### src/rtl/core/cwdc_pkg.sv
// Shared types and constants for the centre-window dominant colour block.
package cwdc_pkg;

  localparam int CFG_W       = 13;
  localparam int COUNT_W     = 17;
  localparam int NUM_CLASSES = 8;
  localparam int CLASS_W     = 3;
  localparam int LEVEL_W     = 8;

  localparam logic [COUNT_W-1:0] COUNT_MAX = '1;

  localparam logic [0:0] REG_FRAME_WIDTH  = 1'd0;
  localparam logic [0:0] REG_FRAME_HEIGHT = 1'd1;

  localparam logic [CFG_W-1:0] FRAME_WIDTH_RESET  = 13'd640;
  localparam logic [CFG_W-1:0] FRAME_HEIGHT_RESET = 13'd480;

  // Lower hue bound of each band, and one past the top of the magenta band
  localparam logic [16:0] HUE_YELLOW_LO  = 17'd30;
  localparam logic [16:0] HUE_GREEN_LO   = 17'd91;
  localparam logic [16:0] HUE_CYAN_LO    = 17'd151;
  localparam logic [16:0] HUE_BLUE_LO    = 17'd211;
  localparam logic [16:0] HUE_MAGENTA_LO = 17'd271;
  localparam logic [16:0] HUE_BAND_END   = 17'd331;

  localparam logic [16:0] SAT_SCALE   = 17'd255;
  localparam logic [16:0] SAT_LIMIT   = 17'd128;
  localparam logic [7:0]  VALUE_LIMIT = 8'd128;

  typedef enum logic [CLASS_W-1:0] {
    CLS_BLACK, CLS_WHITE, CLS_RED, CLS_YELLOW,
    CLS_GREEN, CLS_CYAN, CLS_BLUE, CLS_MAGENTA
  } color_class_t;

  typedef enum logic [2:0] {
    S_IDLE, S_HSV, S_CLASS, S_READ, S_UPDATE, S_SCAN, S_EMIT
  } cwdc_state_t;

endpackage

### src/rtl/core/cwdc_ram.sv
// Generic single-write, single-read RAM with registered read data.
module cwdc_ram #(
  parameter int WIDTH = 17,
  parameter int DEPTH = 8
) (
  input  logic                     clk,
  input  logic                     wr_en,
  input  logic [$clog2(DEPTH)-1:0] wr_addr,
  input  logic [WIDTH-1:0]         wr_data,
  input  logic [$clog2(DEPTH)-1:0] rd_addr,
  output logic [WIDTH-1:0]         rd_data
);

  logic [WIDTH-1:0] mem [DEPTH];

  always_ff @(posedge clk) begin
    if (wr_en) begin
      mem[wr_addr] <= wr_data;
    end
    rd_data <= mem[rd_addr];
  end

endmodule

### src/rtl/core/center_window_dominant_color.sv
// Counts the colour classes of pixels in the centred WINDOW_SIZE square of each
// frame and, on the frame-end transfer, reports the most frequent class; a frame
// smaller than the window only clears the counts. A pixel in the window passes
// HSV, classify, count read and count write-back in the count RAM before the next
// pixel is taken. A frame end adds a sweep of the eight counts and any wait for
// the result register to be taken. Counts clear through per-entry valid flags.
module center_window_dominant_color
  import cwdc_pkg::*;
#(
  parameter int WINDOW_SIZE   = 256,
  parameter int MAX_DIMENSION = 4096
) (
  input  logic             clk,
  input  logic             rst,
  input  logic             in_valid,
  output logic             in_ready,
  input  logic [7:0]       red_level,
  input  logic [7:0]       green_level,
  input  logic [7:0]       blue_level,
  input  logic             frame_end,
  output logic             out_valid,
  input  logic             out_ready,
  output logic [2:0]       dominant_color,
  input  logic             cfg_write,
  input  logic [0:0]       cfg_index,
  input  logic [CFG_W-1:0] cfg_data
);

  localparam int POS_W  = $clog2(MAX_DIMENSION);
  localparam int EFF_W  = POS_W + 1;
  localparam int WIDE_W = (EFF_W > CFG_W) ? EFF_W : CFG_W;
  localparam int SCAN_W = CLASS_W + 1;

  // Configuration
  logic [CFG_W-1:0] frame_width;
  logic [CFG_W-1:0] frame_height;

  always_ff @(posedge clk) begin
    if (rst) begin
      frame_width  <= FRAME_WIDTH_RESET;
      frame_height <= FRAME_HEIGHT_RESET;
    end else if (cfg_write) begin
      case (cfg_index)
        REG_FRAME_WIDTH:  frame_width  <= cfg_data;
        REG_FRAME_HEIGHT: frame_height <= cfg_data;
        default: ;
      endcase
    end
  end

  // Effective frame size and window bounds
  logic [WIDE_W-1:0] w_wide, h_wide;
  logic [EFF_W-1:0]  w_eff, h_eff, x0, y0, col_ext, row_ext;
  logic              big, in_window;
  logic [POS_W-1:0]  col, row;

  always_comb begin
    w_wide    = WIDE_W'(frame_width);
    h_wide    = WIDE_W'(frame_height);
    w_eff     = (w_wide > WIDE_W'(MAX_DIMENSION)) ? EFF_W'(MAX_DIMENSION) : EFF_W'(w_wide);
    h_eff     = (h_wide > WIDE_W'(MAX_DIMENSION)) ? EFF_W'(MAX_DIMENSION) : EFF_W'(h_wide);
    big       = (w_eff >= EFF_W'(WINDOW_SIZE)) && (h_eff >= EFF_W'(WINDOW_SIZE));
    x0        = (w_eff >> 1) - EFF_W'(WINDOW_SIZE / 2);
    y0        = (h_eff >> 1) - EFF_W'(WINDOW_SIZE / 2);
    col_ext   = EFF_W'(col);
    row_ext   = EFF_W'(row);
    in_window = big &&
                (col_ext >= x0) && (col_ext < x0 + EFF_W'(WINDOW_SIZE)) &&
                (row_ext >= y0) && (row_ext < y0 + EFF_W'(WINDOW_SIZE));
  end

  // Control
  cwdc_state_t state, state_next;
  logic        accept, load_pixel, clear_counts, ram_we, emit;
  logic        last_q;
  logic [SCAN_W-1:0] scan_idx;
  logic        cmp_valid;

  assign accept = in_valid && in_ready;

  always_ff @(posedge clk) begin
    if (rst) begin
      state <= S_IDLE;
    end else begin
      state <= state_next;
    end
  end

  always_comb begin
    state_next   = state;
    in_ready     = 1'b0;
    load_pixel   = 1'b0;
    clear_counts = 1'b0;
    ram_we       = 1'b0;
    emit         = 1'b0;
    case (state)
      S_IDLE: begin
        in_ready = 1'b1;
        if (in_valid) begin
          if (in_window) begin
            load_pixel = 1'b1;
            state_next = S_HSV;
          end else if (frame_end && big) begin
            state_next = S_SCAN;
          end else if (frame_end) begin
            clear_counts = 1'b1;
          end
        end
      end
      S_HSV:   state_next = S_CLASS;
      S_CLASS: state_next = S_READ;
      S_READ:  state_next = S_UPDATE;
      S_UPDATE: begin
        ram_we     = 1'b1;
        state_next = last_q ? S_SCAN : S_IDLE;
      end
      S_SCAN: begin
        if (scan_idx == SCAN_W'(NUM_CLASSES)) begin
          state_next = S_EMIT;
        end
      end
      S_EMIT: begin
        if (!out_valid || out_ready) begin
          emit         = 1'b1;
          clear_counts = 1'b1;
          state_next   = S_IDLE;
        end
      end
      default: state_next = S_IDLE;
    endcase
  end

  // Position tracking, advanced at every pixel transfer and reset by a frame end
  always_ff @(posedge clk) begin
    if (rst) begin
      col <= '0;
      row <= '0;
    end else if (accept) begin
      if (frame_end) begin
        col <= '0;
        row <= '0;
      end else if (col_ext + EFF_W'(1) >= w_eff) begin
        col <= '0;
        if (row < POS_W'(MAX_DIMENSION - 1)) begin
          row <= row + POS_W'(1);
        end
      end else begin
        col <= col + POS_W'(1);
      end
    end
  end

  // Pixel hold
  logic [LEVEL_W-1:0] red_q, green_q, blue_q;

  always_ff @(posedge clk) begin
    if (load_pixel) begin
      red_q   <= red_level;
      green_q <= green_level;
      blue_q  <= blue_level;
    end
  end

  always_ff @(posedge clk) begin
    if (rst) begin
      last_q <= 1'b0;
    end else if (accept) begin
      last_q <= frame_end;
    end
  end

  // HSV step: value, chroma and hue numerator (hue = num / delta)
  logic [LEVEL_W-1:0] mx, mn, delta;
  logic signed [18:0] diff_s, num_raw, num_fix;
  logic [LEVEL_W-1:0] mx_q, delta_q;
  logic [16:0]        num_q;

  always_comb begin
    mx = red_q;
    if (green_q > mx) mx = green_q;
    if (blue_q > mx)  mx = blue_q;
    mn = red_q;
    if (green_q < mn) mn = green_q;
    if (blue_q < mn)  mn = blue_q;
    delta = mx - mn;
    if (mx == red_q) begin
      diff_s  = $signed({11'b0, green_q}) - $signed({11'b0, blue_q});
      num_raw = diff_s * 19'sd60;
    end else if (mx == green_q) begin
      diff_s  = $signed({11'b0, blue_q}) - $signed({11'b0, red_q});
      num_raw = diff_s * 19'sd60 + $signed({11'b0, delta}) * 19'sd120;
    end else begin
      diff_s  = $signed({11'b0, red_q}) - $signed({11'b0, green_q});
      num_raw = diff_s * 19'sd60 + $signed({11'b0, delta}) * 19'sd240;
    end
    num_fix = num_raw;
    if (num_raw < 0) begin
      num_fix = num_raw + $signed({11'b0, delta}) * 19'sd360;
    end
  end

  always_ff @(posedge clk) begin
    if (state == S_HSV) begin
      mx_q    <= mx;
      delta_q <= delta;
      num_q   <= num_fix[16:0];
    end
  end

  // Classify: hue >= k exactly when num >= k * delta
  logic [16:0]  d_ext, m_ext;
  logic         sat_high;
  color_class_t cls, cls_q;

  always_comb begin
    d_ext    = {9'b0, delta_q};
    m_ext    = {9'b0, mx_q};
    sat_high = (mx_q != '0) && (d_ext * SAT_SCALE >= m_ext * (SAT_LIMIT + 17'd1));
    if (sat_high) begin
      cls = CLS_RED;
    end else if (mx_q > VALUE_LIMIT) begin
      cls = CLS_WHITE;
    end else begin
      cls = CLS_BLACK;
    end
    if (delta_q != '0) begin
      if (num_q >= d_ext * HUE_YELLOW_LO && num_q < d_ext * HUE_GREEN_LO) begin
        cls = CLS_YELLOW;
      end else if (num_q >= d_ext * HUE_GREEN_LO && num_q < d_ext * HUE_CYAN_LO) begin
        cls = CLS_GREEN;
      end else if (num_q >= d_ext * HUE_CYAN_LO && num_q < d_ext * HUE_BLUE_LO) begin
        cls = CLS_CYAN;
      end else if (num_q >= d_ext * HUE_BLUE_LO && num_q < d_ext * HUE_MAGENTA_LO) begin
        cls = CLS_BLUE;
      end else if (num_q >= d_ext * HUE_MAGENTA_LO && num_q < d_ext * HUE_BAND_END) begin
        cls = CLS_MAGENTA;
      end
    end
  end

  always_ff @(posedge clk) begin
    if (state == S_CLASS) begin
      cls_q <= cls;
    end
  end

  // Count store
  logic [CLASS_W-1:0]     ram_raddr;
  logic [COUNT_W-1:0]     ram_rdata, ram_wdata, cur_count;
  logic [NUM_CLASSES-1:0] cnt_valid;

  assign ram_raddr = (state == S_SCAN) ? scan_idx[CLASS_W-1:0] : CLASS_W'(cls_q);
  assign cur_count = cnt_valid[cls_q] ? ram_rdata : '0;
  assign ram_wdata = (cur_count == COUNT_MAX) ? cur_count : cur_count + COUNT_W'(1);

  cwdc_ram #(
    .WIDTH (COUNT_W),
    .DEPTH (NUM_CLASSES)
  ) u_count_ram (
    .clk     (clk),
    .wr_en   (ram_we),
    .wr_addr (CLASS_W'(cls_q)),
    .wr_data (ram_wdata),
    .rd_addr (ram_raddr),
    .rd_data (ram_rdata)
  );

  always_ff @(posedge clk) begin
    if (rst || clear_counts) begin
      cnt_valid <= '0;
    end else if (ram_we) begin
      cnt_valid[cls_q] <= 1'b1;
    end
  end

  // Sweep the counts; a strict compare keeps the earlier class on a tie
  logic [CLASS_W-1:0] cmp_idx, best_idx;
  logic [COUNT_W-1:0] best_count, scan_count;

  assign scan_count = cnt_valid[cmp_idx] ? ram_rdata : '0;

  always_ff @(posedge clk) begin
    if (rst) begin
      scan_idx  <= '0;
      cmp_valid <= 1'b0;
    end else if (state == S_SCAN) begin
      if (scan_idx != SCAN_W'(NUM_CLASSES)) begin
        scan_idx <= scan_idx + SCAN_W'(1);
      end
      cmp_valid <= (scan_idx != SCAN_W'(NUM_CLASSES));
    end else begin
      scan_idx  <= '0;
      cmp_valid <= 1'b0;
    end
  end

  always_ff @(posedge clk) begin
    if (state == S_SCAN) begin
      cmp_idx <= scan_idx[CLASS_W-1:0];
      if (cmp_valid && (cmp_idx == '0 || scan_count > best_count)) begin
        best_idx   <= cmp_idx;
        best_count <= scan_count;
      end
    end
  end

  // Result register
  always_ff @(posedge clk) begin
    if (rst) begin
      out_valid <= 1'b0;
    end else if (emit) begin
      out_valid <= 1'b1;
    end else if (out_ready) begin
      out_valid <= 1'b0;
    end
  end

  always_ff @(posedge clk) begin
    if (emit) begin
      dominant_color <= best_idx;
    end
  end

  a_update_after_read: assert property (@(posedge clk) disable iff (rst)
    state == S_UPDATE |-> $past(state) == S_READ)
    else $error("count write-back without a preceding read");

  a_result_from_sweep: assert property (@(posedge clk) disable iff (rst)
    $rose(out_valid) |-> $past(state) == S_EMIT)
    else $error("result raised outside the emit step");

  a_emit_after_scan: assert property (@(posedge clk) disable iff (rst)
    state == S_EMIT |-> $past(state) == S_SCAN || $past(state) == S_EMIT)
    else $error("emit entered without a count sweep");

  a_count_nonzero: assert property (@(posedge clk) disable iff (rst)
    ram_we |-> ram_wdata != '0)
    else $error("count written back as zero");

endmodule
### config.mk
export PLATFORM = sky130hd
export DESIGN_NAME = center_window_dominant_color
export DESIGN_NICKNAME = d
export VERILOG_FILES = /design/src/rtl/core/cwdc_pkg.sv /design/src/rtl/core/cwdc_ram.sv /design/src/rtl/core/center_window_dominant_color.sv
export SDC_FILE = /design/constraint.sdc
export NUM_CORES = 1
export LEC_CHECK = 0
export BUFFER_PORTS_ARGS = -buffer_cell sky130_fd_sc_hd__buf_2
export CAP_MARGIN = 40
export CORE_MARGIN = 1.5
export CORE_UTILIZATION = 25
export CTS_CLUSTER_DIAMETER = 60
export DETAILED_ROUTE_END_ITERATION = 8
export HOLD_SLACK_MARGIN = 0.03
export SYNTH_ARGS = -nofsm -noshare
export SYNTH_HDL_FRONTEND = slang
export SYNTH_HIERARCHICAL = 1
export SYNTH_SLANG_ARGS = --single-unit
### constraint.sdc
create_clock -name clk -period 11.4 [get_ports clk]
set_clock_uncertainty 0.2 [all_clocks]
set_input_delay 0.57 -clock clk [delete_from_list [all_inputs] [get_ports clk]]
set_output_delay 0.57 -clock clk [all_outputs]
set_load 0.02 [all_outputs]
==> flow_summary.toml <==
[die]
die_w_microns = 365
initial_core_util = 0.252
rows = 132
io_pins = 49
core_area_sq_um = 130000
die_h_microns = 365
die_area_sq_um = 133000

[drt]
ant_nets = 0
firstDrtPassIters = 5
wl_microns = 79900
routedWlPerCell_microns = 15.2
drt_iter0_markers = 1268
drc_errors = 0
via_count = 24028
viasPerCell = 4.58

[critical_path]
cpMostUsedCell = "ha_1"
worstPathRequired_ps = 11630
max_stage_delay_ps = 520
worstSetupPathType = "reg2reg"
path_delay_family = "compound AO/OA/AOI/OAI gates"
end_kind = "register"
cp-start-kind = "register"
arrival_ps = 10960
cp_max_fo = 9
cp_num_buf_inv = 8
cp_slowest_cell = "fa_1"

[timing]
drv_slew = 0
hold_viol_final = 0
max_freq_ghz = 0.0932
setup_violations = 0
tightestPinTransition_ps = 859
fin_crit_ps = 10730
rsz0062_at_grt = "false"
period_share = 0.941
tns_ps = 0
holdWs_ps = 60.5
slew_headroom = 0.423

[clocking]
cts.htree.levels = 2
cts_tree = "built"
cts_buffer_depth = 3
cts_made_buffers = 41
clk_latency_ps = 580
clock_sinks = 305
root_buffer = "clkbuf_16"
path_clk_slew_ps = 60

[placement]
hpwl_microns = 62700
port_buffers = 48
place_congestion = 0.900

[synth]
ys_ff_latch = 305
syn_inst = 3329
postSynth.asyncResetShare = 0
synth_edf_count = 220
syn-cell-area_sq_um = 32700
yosysWarnings = 6
synth_seq_area_share = 0.254
syn_nets = 4105
synth_top_flop_cell = "edfxtp_1"
synth_cell_types = 89
syn_area_per_cell_sq_um = 9.82

[finish]
final_util = 0.287
layout-drive-gt1-share = 0.0863
diodes = 0
nets = 4254
n_fill_cell = 13517
syn_to_final_growth_pct = 13.9

[pwr]
pwr-share-comb = 0.567
seqPwrFrac = 0.219
netSwitchingFraction = 0.405
p_sw_uw = 2410
power.density_nw_per_um2 = 160
peakVddDrop_uv = 131
power_uw = 5950
p_leak_uw = 0.0167
power_frac_clock = 0.213
p_int_uw = 3540

[grt]
antenna_found_initial = 2
grt_pass1_wl_microns = 127000
grt_pass1_vias = 23728
grt_max_degree = 64
grt_overflow_total = 0
globalRouteTotalUtil = 0.119

[flow_run]
drv_cap = 0

[worst_hold_path]
hold_path_class = "in2reg"

[run_status]
outcome = "complete, no violations"
stage by stage:
stage / std cells / instance area (sq um) / setup slack, ps
2_1_floorplan: 3329 / 32700 / 761
3_3_place_gp: 5126 / 35300 / 466
3_5_place_dp: 5135 / 35500 / 369
4_1_cts: 5238 / 37100 / 254
5_1_grt: 5251 / 37200 / 10.9
6_report: 5251 / 37200 / 675
cell families after synthesis:
family / share of synthesized area
compound gates: 0.132
xor+xnor: 0.0689
fa+ha+maj: 0.317
buf+inv: 0.0680
flops: 0.254
mux: 0.0579
simple gates: 0.102
cell usage after synthesis (13+ instances only):
cell / n / share of area
nand2b_1: 43 / 0.0082
nor2_1: 140 / 0.016
o21bai_1: 42 / 0.0096
inv_1: 526 / 0.060
nand4_1: 33 / 0.0063
o21a_1: 53 / 0.012
fa_1: 158 / 0.097
ha_1: 574 / 0.22
a21o_1: 78 / 0.018
or3_1: 16 / 0.0031
xor2_1: 82 / 0.022
o21ai_0: 116 / 0.018
dfxtp_1: 85 / 0.052
edfxtp_1: 220 / 0.20
xnor2_1: 169 / 0.045
clkbuf_1: 31 / 0.0036
mux4_2: 14 / 0.0096
mux2i_1: 45 / 0.014
nand3_1: 52 / 0.0080
mux4_1: 24 / 0.019
a21oi_1: 222 / 0.034
mux2_2: 40 / 0.014
nor4_1: 13 / 0.0025
a31oi_1: 13 / 0.0025
o211ai_1: 15 / 0.0034
nor2b_1: 64 / 0.012
and3_1: 13 / 0.0025
nand2_1: 179 / 0.021
nor3_1: 45 / 0.0069
registers in the layout, indices dropped and copies added (netlist names), 8 cells and up:
name	cells
red_q	8
blue_q	8
mx_q	8
cnt_valid	8
num_q	15
u_count_ram/rd_data	17
best_count	17
frame_width	13
green_q	8
col	12
row	12
delta_q	8
u_count_ram/mem	136
frame_height	13
layout make-up:
| cell class | count | area (sq um) | area share |
|---|---|---|---|
| multi-input cells | 2446 | 22300 | 0.598 |
| flip-flops and latches | 305 | 8310 | 0.223 |
| well taps | 1742 | 2180 | 0.0585 |
| inverters | 527 | 1980 | 0.0531 |
| repair buffers | 157 | 1170 | 0.0314 |
| clock buffers | 49 | 1070 | 0.0286 |
| clock inverters | 25 | 277 | 0.00742 |
path summary, 6_finish.rpt:
path,slack [ps],end,from,depth (start not counted)
setup / recovery,670,num_q[16],green_q[2],47
hold / removal,60,frame_height[11],cfg_data[11],3
setup reg to reg,670,num_q[16],green_q[2],47
hold reg to reg,220,dominant_color[2],best_idx[2],0
power groups by stage:
stage	combinational (uW)	clock (uW)	sequential, uW
2_1_floorplan	2650	0	1310
3_3_place_gp	3290	0	1330
3_5_place_dp	3340	0	1330
4_1_cts	3400	1300	1310
5_1_grt	3930	1340	1310
6_report	3380	1270	1310
repair_timing:
item / 4_1_cts / 5_1_grt
hold endpoints to repair: 29 / 0
setup buffers: 0 / 13
endpoints found under the setup margin: 0 / 1
gates resized for setup: 0 / 14
hold buffers: 29 / 0
routing by layer:
| layer | vias to the layer above | global-route usage | wire length, microns |
|---|---|---|---|
| met5 | - | 0 | 17 |
| met4 | 4 | 0.0334 | 2120 |
| met3 | 121 | 0.0172 | 3200 |
| met2 | 394 | 0.194 | 36200 |
| met1 | 11533 | 0.164 | 38400 |
| li1 | 11976 | - | - |
layout by cell type (no fill, tap or decap), drive strengths merged, types with 9 or more instances in the layout:
| cell | Yosys | final |
|---|---|---|
| inv | 526 | 530 |
| xnor2 | 171 | 171 |
| nor3b | 10 | 10 |
| nor3 | 45 | 45 |
| clkbuf | 31 | 49 |
| buf | 20 | 127 |
| o21a | 53 | 53 |
| dfxtp | 85 | 85 |
| a21oi | 222 | 222 |
| mux2i | 47 | 47 |
| o21ai | 124 | 124 |
| mux4 | 38 | 38 |
| ha | 574 | 574 |
| nand4 | 33 | 33 |
| or2 | 10 | 10 |
| fa | 158 | 158 |
| edfxtp | 220 | 220 |
| or4 | 13 | 13 |
| mux2 | 40 | 40 |
| nor2b | 64 | 64 |
| a31oi | 14 | 14 |
| dlygate4sd3 | 0 | 29 |
| clkinv | 1 | 15 |
| nand2b | 43 | 43 |
| a2111oi | 9 | 9 |
| a211oi | 12 | 12 |
| o21bai | 42 | 42 |
| nand2 | 179 | 179 |
| nand3 | 52 | 52 |
| xor2 | 82 | 82 |
| nor2 | 140 | 140 |
| or3 | 16 | 16 |
| and3 | 13 | 13 |
| a21o | 78 | 78 |
| nand3b | 10 | 10 |
| o211ai | 17 | 17 |
| and2 | 12 | 12 |
| o31ai | 13 | 13 |
| nor4 | 13 | 13 |
worst register-to-register path: cells and delay by family, from the launching register on:
kind | cells | cell delay, ps
AO/OA/AOI/OAI | 15 | 3180
adder cells (fa/ha/maj) | 7 | 2340
multiplexers | 4 | 1270
XOR/XNOR | 6 | 1240
AND/OR/NAND/NOR | 7 | 1030
buffers and inverters | 8 | 970
flip-flops | 1 | 380
No activity file was read; power rests on OpenSTA's default activity.
